### src/rtl/core/zsbu_pkg.sv
// Shared constants and types for the zero-stuffing biquad upsampler.
`timescale 1ns / 1ps

package zsbu_pkg;

  localparam int DEF_CHANNELS    = 2;
  localparam int DEF_MAX_FACTOR  = 4;
  localparam int DEF_SAMPLE_BITS = 24;

  localparam int COEF_BITS   = 32;
  localparam int FACTOR_BITS = 3;
  localparam int CHAN_BITS   = 1;
  localparam int FRAC_BITS   = 30;
  localparam int ACC_GUARD   = 3;
  localparam int REG_IDX_BITS = 3;

  localparam logic [REG_IDX_BITS-1:0] REG_FACTOR  = 3'd0;
  localparam logic [REG_IDX_BITS-1:0] REG_COEF_B0 = 3'd1;
  localparam logic [REG_IDX_BITS-1:0] REG_COEF_B1 = 3'd2;
  localparam logic [REG_IDX_BITS-1:0] REG_COEF_B2 = 3'd3;
  localparam logic [REG_IDX_BITS-1:0] REG_COEF_A1 = 3'd4;
  localparam logic [REG_IDX_BITS-1:0] REG_COEF_A2 = 3'd5;

  localparam logic signed [COEF_BITS-1:0] COEF_ONE = 32'sd1073741824;

  typedef struct packed {
    logic issue;
    logic accum;
    logic negate;
    logic clear;
  } mac_ctrl_t;

endpackage

### src/rtl/core/zero_stuff_biquad_upsampler_core.sv
// Top level of the zero-stuffing biquad upsampler with a shared multiply-accumulate unit.
`timescale 1ns / 1ps

// Usage: an input transfer carries a channel index and one sample. The sample
// is scaled by the oversampling factor and followed by factor-1 zeros; each of
// these values runs through the biquad of that channel, and each filtered value
// leaves as one result transfer. The final result of the run has last_of_run set.
// Input samples on a channel that does not exist give no result.
// One multiplier serves all five filter taps and the initial scaling. The sample
// passes the scale and load states, then each value the five tap steps, the drain
// state and the output state, where its result is registered; the next item is
// accepted only once the block is back in idle, never during a run.
// sample_stall is high for the whole run of an item. A stalled result holds in
// the output register and the run pauses until it is taken; the final result may
// wait there while the next item is accepted.
// Synchronous reset restores the default factor and coefficients, clears all
// filter history and empties the output register. Registers are to be written
// only while the block is idle; the block itself does not enforce this.
module zero_stuff_biquad_upsampler_core
  import zsbu_pkg::*;
#(
  parameter int CHANNELS    = DEF_CHANNELS,
  parameter int MAX_FACTOR  = DEF_MAX_FACTOR,
  parameter int SAMPLE_BITS = DEF_SAMPLE_BITS
) (
  input  logic                          clk,
  input  logic                          rst,
  input  logic                          wr_en,
  input  logic [REG_IDX_BITS-1:0]       wr_index,
  input  logic [COEF_BITS-1:0]          wr_data,
  input  logic                          sample_valid,
  output logic                          sample_stall,
  input  logic [CHAN_BITS-1:0]          chan,
  input  logic signed [SAMPLE_BITS-1:0] sample_in,
  output logic                          result_valid,
  input  logic                          result_stall,
  output logic [CHAN_BITS-1:0]          chan_out,
  output logic signed [SAMPLE_BITS-1:0] sample_out,
  output logic                          last_of_run
);

  localparam int XW   = SAMPLE_BITS + $clog2(MAX_FACTOR);
  localparam int PW   = COEF_BITS + XW;
  localparam int ACCW = PW + ACC_GUARD;
  localparam int FW   = $clog2(MAX_FACTOR + 1);
  localparam int CIW  = (CHANNELS > 1) ? $clog2(CHANNELS) : 1;
  localparam int EXT  = XW - SAMPLE_BITS;
  localparam logic [2:0] LAST_STEP = 3'd4;
  localparam logic signed [ACCW-1:0] SAT_HI = ACCW'((64'sd1 <<< (SAMPLE_BITS - 1)) - 64'sd1);
  localparam logic signed [ACCW-1:0] SAT_LO = -SAT_HI - ACCW'(1);

  typedef enum logic [2:0] {
    ST_IDLE,
    ST_SCALE,
    ST_LOAD_X,
    ST_MUL,
    ST_DRAIN,
    ST_OUT
  } state_t;

  state_t state;

  logic [FACTOR_BITS-1:0]       factor;
  logic signed [COEF_BITS-1:0]  coef_b0, coef_b1, coef_b2, coef_a1, coef_a2;

  logic signed [XW-1:0]          x1_mem [CHANNELS];
  logic signed [XW-1:0]          x2_mem [CHANNELS];
  logic signed [SAMPLE_BITS-1:0] y1_mem [CHANNELS];
  logic signed [SAMPLE_BITS-1:0] y2_mem [CHANNELS];

  logic [CIW-1:0]                ch;
  logic [CHAN_BITS-1:0]          ch_raw;
  logic signed [SAMPLE_BITS-1:0] smp;
  logic signed [XW-1:0]          xv, x1, x2;
  logic signed [SAMPLE_BITS-1:0] y1, y2;
  logic [2:0]                    step;
  logic [FW-1:0]                 run;

  logic [FW-1:0]                 f_eff;
  logic [31:0]                   factor_wide;
  logic                          last_value;
  logic [CIW-1:0]                ch_in;

  mac_ctrl_t                     ctl;
  logic signed [COEF_BITS-1:0]   ma;
  logic signed [XW-1:0]          mb;
  logic signed [PW-1:0]          prod;
  logic signed [ACCW-1:0]        acc;
  logic signed [ACCW-1:0]        shifted;
  logic signed [SAMPLE_BITS-1:0] y_val;

  assign factor_wide = 32'(factor);
  assign ch_in       = CIW'(chan);

  always_comb begin
    if (factor == '0) begin
      f_eff = FW'(1);
    end else if (factor_wide > 32'(MAX_FACTOR)) begin
      f_eff = FW'(MAX_FACTOR);
    end else begin
      f_eff = FW'(factor_wide);
    end
  end

  assign last_value   = ((run + FW'(1)) == f_eff);
  assign sample_stall = (state != ST_IDLE);

  assign shifted = acc >>> FRAC_BITS;

  always_comb begin
    if (shifted > SAT_HI) begin
      y_val = SAT_HI[SAMPLE_BITS-1:0];
    end else if (shifted < SAT_LO) begin
      y_val = SAT_LO[SAMPLE_BITS-1:0];
    end else begin
      y_val = shifted[SAMPLE_BITS-1:0];
    end
  end

  always_comb begin
    ctl = '0;
    ma  = coef_b0;
    mb  = xv;
    case (state)
      ST_SCALE: begin
        ctl.issue = 1'b1;
        ma        = COEF_BITS'(f_eff);
        mb        = {{EXT{smp[SAMPLE_BITS-1]}}, smp};
      end
      ST_MUL: begin
        ctl.issue = 1'b1;
        ctl.accum = 1'b1;
        ctl.clear = (step == '0);
        case (step)
          3'd0: begin
            ma = coef_b0;
            mb = xv;
          end
          3'd1: begin
            ma = coef_b1;
            mb = x1;
          end
          3'd2: begin
            ma = coef_b2;
            mb = x2;
          end
          3'd3: begin
            ma         = coef_a1;
            mb         = {{EXT{y1[SAMPLE_BITS-1]}}, y1};
            ctl.negate = 1'b1;
          end
          3'd4: begin
            ma         = coef_a2;
            mb         = {{EXT{y2[SAMPLE_BITS-1]}}, y2};
            ctl.negate = 1'b1;
          end
          default: begin
            ma = coef_b0;
            mb = xv;
          end
        endcase
      end
      default: begin
        ctl = '0;
      end
    endcase
  end

  zsbu_mac #(
    .XW(XW)
  ) u_mac (
    .clk (clk),
    .rst (rst),
    .ctl (ctl),
    .ma  (ma),
    .mb  (mb),
    .prod(prod),
    .acc (acc)
  );

  always_ff @(posedge clk) begin
    if (rst) begin
      factor  <= FACTOR_BITS'(1);
      coef_b0 <= COEF_ONE;
      coef_b1 <= '0;
      coef_b2 <= '0;
      coef_a1 <= '0;
      coef_a2 <= '0;
    end else if (wr_en) begin
      case (wr_index)
        REG_FACTOR:  factor  <= wr_data[FACTOR_BITS-1:0];
        REG_COEF_B0: coef_b0 <= wr_data;
        REG_COEF_B1: coef_b1 <= wr_data;
        REG_COEF_B2: coef_b2 <= wr_data;
        REG_COEF_A1: coef_a1 <= wr_data;
        REG_COEF_A2: coef_a2 <= wr_data;
        default: ;
      endcase
    end
  end

  always_ff @(posedge clk) begin
    if (rst) begin
      state        <= ST_IDLE;
      result_valid <= 1'b0;
      step         <= '0;
      run          <= '0;
      for (int i = 0; i < CHANNELS; i++) begin
        x1_mem[i] <= '0;
        x2_mem[i] <= '0;
        y1_mem[i] <= '0;
        y2_mem[i] <= '0;
      end
    end else begin
      if (result_valid && !result_stall && (state != ST_OUT)) begin
        result_valid <= 1'b0;
      end
      case (state)
        ST_IDLE: begin
          if (sample_valid && (32'(chan) < 32'(CHANNELS))) begin
            ch     <= ch_in;
            ch_raw <= chan;
            smp    <= sample_in;
            x1     <= x1_mem[ch_in];
            x2     <= x2_mem[ch_in];
            y1     <= y1_mem[ch_in];
            y2     <= y2_mem[ch_in];
            run    <= '0;
            state  <= ST_SCALE;
          end
        end
        ST_SCALE: begin
          state <= ST_LOAD_X;
        end
        ST_LOAD_X: begin
          xv    <= prod[XW-1:0];
          step  <= '0;
          state <= ST_MUL;
        end
        ST_MUL: begin
          if (step == LAST_STEP) begin
            state <= ST_DRAIN;
          end else begin
            step <= step + 3'd1;
          end
        end
        ST_DRAIN: begin
          state <= ST_OUT;
        end
        ST_OUT: begin
          if (!result_valid || !result_stall) begin
            result_valid <= 1'b1;
            chan_out     <= ch_raw;
            sample_out   <= y_val;
            last_of_run  <= last_value;
            xv           <= '0;
            x1           <= xv;
            x2           <= x1;
            y1           <= y_val;
            y2           <= y1;
            if (last_value) begin
              x1_mem[ch] <= xv;
              x2_mem[ch] <= x1;
              y1_mem[ch] <= y_val;
              y2_mem[ch] <= y1;
              state      <= ST_IDLE;
            end else begin
              run   <= run + FW'(1);
              step  <= '0;
              state <= ST_MUL;
            end
          end
        end
        default: begin
          state <= ST_IDLE;
        end
      endcase
    end
  end

endmodule

### src/rtl/core/zsbu_mac.sv
// Shared multiplier with registered product and signed accumulator.
`timescale 1ns / 1ps

module zsbu_mac
  import zsbu_pkg::*;
#(
  parameter int XW = 26
) (
  input  logic                                      clk,
  input  logic                                      rst,
  input  mac_ctrl_t                                 ctl,
  input  logic signed [COEF_BITS-1:0]               ma,
  input  logic signed [XW-1:0]                      mb,
  output logic signed [COEF_BITS+XW-1:0]            prod,
  output logic signed [COEF_BITS+XW+ACC_GUARD-1:0]  acc
);

  localparam int PW   = COEF_BITS + XW;
  localparam int ACCW = PW + ACC_GUARD;

  logic p_acc;
  logic p_neg;
  logic signed [ACCW-1:0] prod_ext;

  assign prod_ext = ACCW'(prod);

  always_ff @(posedge clk) begin
    if (ctl.issue) begin
      prod <= PW'(ma) * PW'(mb);
    end
    if (rst) begin
      p_acc <= 1'b0;
      p_neg <= 1'b0;
    end else begin
      p_acc <= ctl.issue & ctl.accum;
      p_neg <= ctl.negate;
    end
    if (ctl.clear) begin
      acc <= '0;
    end else if (p_acc) begin
      acc <= p_neg ? (acc - prod_ext) : (acc + prod_ext);
    end
  end

endmodule

### config.mk
export PLATFORM = sky130hd
export DESIGN_NAME = zero_stuff_biquad_upsampler_core
export DESIGN_NICKNAME = d
export VERILOG_FILES = /design/src/rtl/core/zsbu_pkg.sv /design/src/rtl/core/zero_stuff_biquad_upsampler_core.sv /design/src/rtl/core/zsbu_mac.sv
export SDC_FILE = /design/constraint.sdc
export NUM_CORES = 2
export LEC_CHECK = 0
export BUFFER_PORTS_ARGS = -buffer_cell sky130_fd_sc_hd__buf_2
export CAP_MARGIN = 20
export CORE_ASPECT_RATIO = 1.25
export CORE_MARGIN = 3
export CORE_UTILIZATION = 65
export CTS_BUF_LIST = sky130_fd_sc_hd__clkbuf_8
export CTS_CLUSTER_DIAMETER = 50
export CTS_CLUSTER_SIZE = 40
export DETAILED_ROUTE_END_ITERATION = 7
export GPL_ROUTABILITY_DRIVEN = 0
export MAX_ROUTING_LAYER = met4
export PLACE_DENSITY = 0.9
export RECOVER_POWER = 100
export SYNTH_ARGS = -nofsm -noshare
export SYNTH_HDL_FRONTEND = slang
export SYNTH_HIERARCHICAL = 1
export SYNTH_SLANG_ARGS = --single-unit
### constraint.sdc
create_clock -name clk -period 22.5 [get_ports clk]
set_input_delay 1.125 -clock clk [delete_from_list [all_inputs] [get_ports clk]]
set_output_delay 1.125 -clock clk [all_outputs]
set_load 0.01 [all_outputs]
==> flow_summary.ini <==
[status]
status = finished, violations left
violations = capacitance limit, slew limit

[cells_and_area]
final_layout_size_suffix_gt1_share_pct = 5.18
fin_util_pct = 68.3
final_cell_count_no_fill = 7431
layout_common_cells = inv_1 (930), nand2_1 (879), fa_1 (855)
final_common_cell = inv_1
num-fill-cells = 6379
finish.net_count = 7327
fin_area_sq_mm = 0.0637
areaGrowthSynthToFinish_pct = 3.84

[yosys]
synth-compound-area-share_pct = 10.1
ys_seq_elements = 671
synthesis.area_per_instance_sq_um = 9.67
simple_gate_area_share_of_the_yosys_netlist_pct = 15.3
main_combinational_cell_family_by_area_after_synthesis = adder cells
synth.lib_cells_used.distinct = 82
mappedNetlistNets = 7491
cell_type_contributing_the_most_total_cell_area_after_synthesis = fa_1
yosys_most_used_dff = edfxtp_1
ys_warnings = 6
yosys.area_share.adder_pct = 32.5
yosys.area_share.xor_xnor_pct = 2.51
synth.mux.area_fraction_pct = 2.55
synth_top_cells_by_area = fa_1 (28%), edfxtp_1 (21%), dfxtp_1 (7.7%)
ys_async_sr_fraction_pct = 0
netlist_area_sq_mm = 0.0614
synth_top_cell_area_share_pct = 27.9
syn-instance-count = 6346
synth.yosys.seq_area_share_pct = 29.0
number_of_enable_flip_flop_cells_after_synthesis = 435

[timing]
relSlewSlack_pct = -186
number_of_pins_with_negative_max_slew_slack_in_the_final_report = 1285
clock-skew-final_ps = 67.9
final.setup.tns_ps = 0
final.period_utilization_pct = 66.6
setup_repair_after_global_routing_missed_its_margin = false
timing.final.setup_violations = 0
layout_min_cycle_time_ps = 14980
maxClockFrequency_ghz = 0.0667
total_count_of_hold_check_failures_in_the_final_report = 0
worst-slew-pin-transition_ps = 4290

[grt]
grt.met1_usage_pct = 39.3
vias_in_the_first_global_route = 50410
global_route_wire_length_before_repair_um = 269000
total_congestion_overflow = 0
grt_max_degree = 125
number_of_antenna_violations_at_the_first_check_in_global_routing = 8
layer_with_the_highest_usage_after_global_routing = met2
track_usage_pct = 36.6
use_met2_pct = 58.9
global_route.usage.met3_pct = 8.87

[clock_network]
clock_insertion_delay_worst_skew_ps = 790
numCtsBuffers = 45
clock-root-buffer = clkbuf_8
cts_setup_buffers = 0
postCtsHoldBufs = 0
clkSinkCount = 671
cts_repair_resize_count = 0
clkSlewWorstSetupHoldPaths_ps = 140
cts_buffer_depth = 3
tritoncts = done
ctsHtreeMaxLevel = 2

[pwr]
max-vdd-ir-drop_uv = 49.9
pwr_density_cell_mw_per_mm2 = 62.9
fin_total_pwr_mw = 4.01
leakagePower_nw = 28.0

[worst_setup_path]
worst_r2r_path_depth = 31
critical_path.reg2reg.endpoint = u_mac/prod[57]$_DFFE_PP_
critPathArrivalTime_ps = 15480
worst_setup_path_endpoint = u_mac/prod[57]$_DFFE_PP_
crit_path_top_delay_cell = clkbuf_1
critical_path_required_ps = 23000
critPathMaxFanout = 61
critical_path.n_buffers_inverters = 7
slowest_delay_ps = 2400
worstSetupStartpoint = state[0]$_SDFFE_PP0P_
crit_path_frequent_cell = fa_1
path_class = flip-flop to flip-flop
crit_path_capture_type = flip-flop
r2r_setup_slack_ps = 7520
crit_path_start_kind = flip-flop
cp_num_cells = 31
critical_path.reg2reg.startpoint = state[0]$_SDFFE_PP0P_
path_delay_family = buffers and inverters

[route]
drt_iter0_markers = 5707
drtAntennaViolNets = 0
post-route-drc-count = 0
avgRoutedWirePerCell_um = 23.2
drt_pre_antenna_iters = 7
viasPerCell = 6.42
routed-via-count = 47674
wirelength_um = 172000

[placed_design]
inst_count_dp = 7339
post-dp-hpwl_um = 119000
dpl_cell_area_sq_mm = 0.0626
io_buffers = 92

[floorplanning]
initial_core_util_pct = 65.7
placementRows = 125
die-area_sq_mm = 0.0982
pin_count = 93
core-area_sq_mm = 0.0934
die-width_um = 281
die_y_um = 350

[hold_path]
min_delay_worst_type = flip-flop to flip-flop

[run]
cap_viol_max_count = 28
-- registers in the layout, summed over array words and instances (netlist names), 26 cells and up --
signal	flops
u_mac/prod	58
coef_b2	32
coef_b1	32
y1_mem	48
coef_a1	32
y2_mem	48
coef_a2	32
x1	26
coef_b0	32
x1_mem	52
xv	26
u_mac/acc	61
x2	26
x2_mem	52
-- through the flow --
step	hold slack, ps	worst slack (ps)
6_report	465	7520
5_1_grt	483	6750
4_1_cts	464	11640
3_5_place_dp	446	11670
3_3_place_gp	441	11910
2_1_floorplan	432	13050
-- synth_stat cells, drive strengths merged, types with 10 or more instances --
cell,number
and3,15
a211oi,19
nand3,28
a21o,71
nand2,880
dfxtp,236
a31o,32
mux2,26
nand2b,29
o21ai,164
xnor2,137
a21oi,442
clkbuf,317
ha,225
nor3b,11
buf,50
a22oi,138
o21a,19
nor4,12
nor3,38
nor2,346
xor2,39
edfxtp,435
or4,10
inv,930
or3,16
fa,855
o21bai,16
a31oi,18
mux2i,127
o211ai,27
and2,501
nor2b,22
nand4,25
-- worst reg2reg max path: cells and delay by family (launching register included) --
kind,cells,cell delay (ps)
AOI/OAI and AO/OA,11,2380
xor gates and xnor gates,1,80
adders and majority gates,7,4190
buffers and inverters,7,6250
DFF,1,530
and+or+nand+nor,5,1290
-- cell type report --
| type | instances | area, sq um | area share [%] |
|---|---|---|---|
| inverters | 931 | 3490 | 5.48 |
| well taps | 1206 | 1510 | 2.37 |
| flip-flops and latches | 671 | 17800 | 27.9 |
| repair buffers | 156 | 845 | 1.33 |
| clock inverters | 38 | 637 | 0.999 |
| multi-input cells | 4377 | 38800 | 60.9 |
| diodes | 7 | 17.5 | 0.0275 |
| clock buffers | 45 | 619 | 0.972 |
-- routing by layer --
layer | vias up | share of wire [%] | routed length, um
li1 | 19952 | - | -
met1 | 23088 | 32 | 54400
met2 | 3418 | 48 | 82500
met3 | 1216 | 11 | 19400
met4 | 0 | 9.3 | 16100
met5 | - | 0 | 0
-- cell families (layout without fill, tap and decap cells) --
kind of cell | after synthesis | after routing
other | 0 | 7
AO/OA/AOI/OAI | 1008 | 1008
adder cells (fa/ha/maj) | 1080 | 1080
AND/OR/NAND/NOR | 1960 | 1960
buffers and inverters | 1298 | 1170
multiplexers | 153 | 153
flip-flops | 671 | 671
XOR/XNOR | 176 | 176
-- worst min-delay path by stage --
stage                              from                  endpoint  slack, ps  cells past startpoint
2_1_floorplan   coef_a2[1]$_SDFFE_PP0P_   coef_a2[1]$_SDFFE_PP0P_        430                      2
3_3_place_gp    coef_a2[0]$_SDFFE_PP0P_   coef_a2[0]$_SDFFE_PP0P_        440                      2
3_5_place_dp    coef_b1[5]$_SDFFE_PP0P_   coef_b1[5]$_SDFFE_PP0P_        450                      2
4_1_cts        coef_a2[11]$_SDFFE_PP0P_  coef_a2[11]$_SDFFE_PP0P_        460                      2
5_1_grt        coef_a2[15]$_SDFFE_PP0P_  coef_a2[15]$_SDFFE_PP0P_        480                      2
6_report       coef_a2[28]$_SDFFE_PP0P_  coef_a2[28]$_SDFFE_PP0P_        460                      2
-- power breakdown --
group / internal, mW / total (mW) / switching (mW)
registers: 1.45 / 1.52 / 0.0777
logic: 0.629 / 1.72 / 1.09
clock network: 0.266 / 0.770 / 0.504
total: 2.34 / 4.01 / 1.67
(Power assumes the default switching activity.)
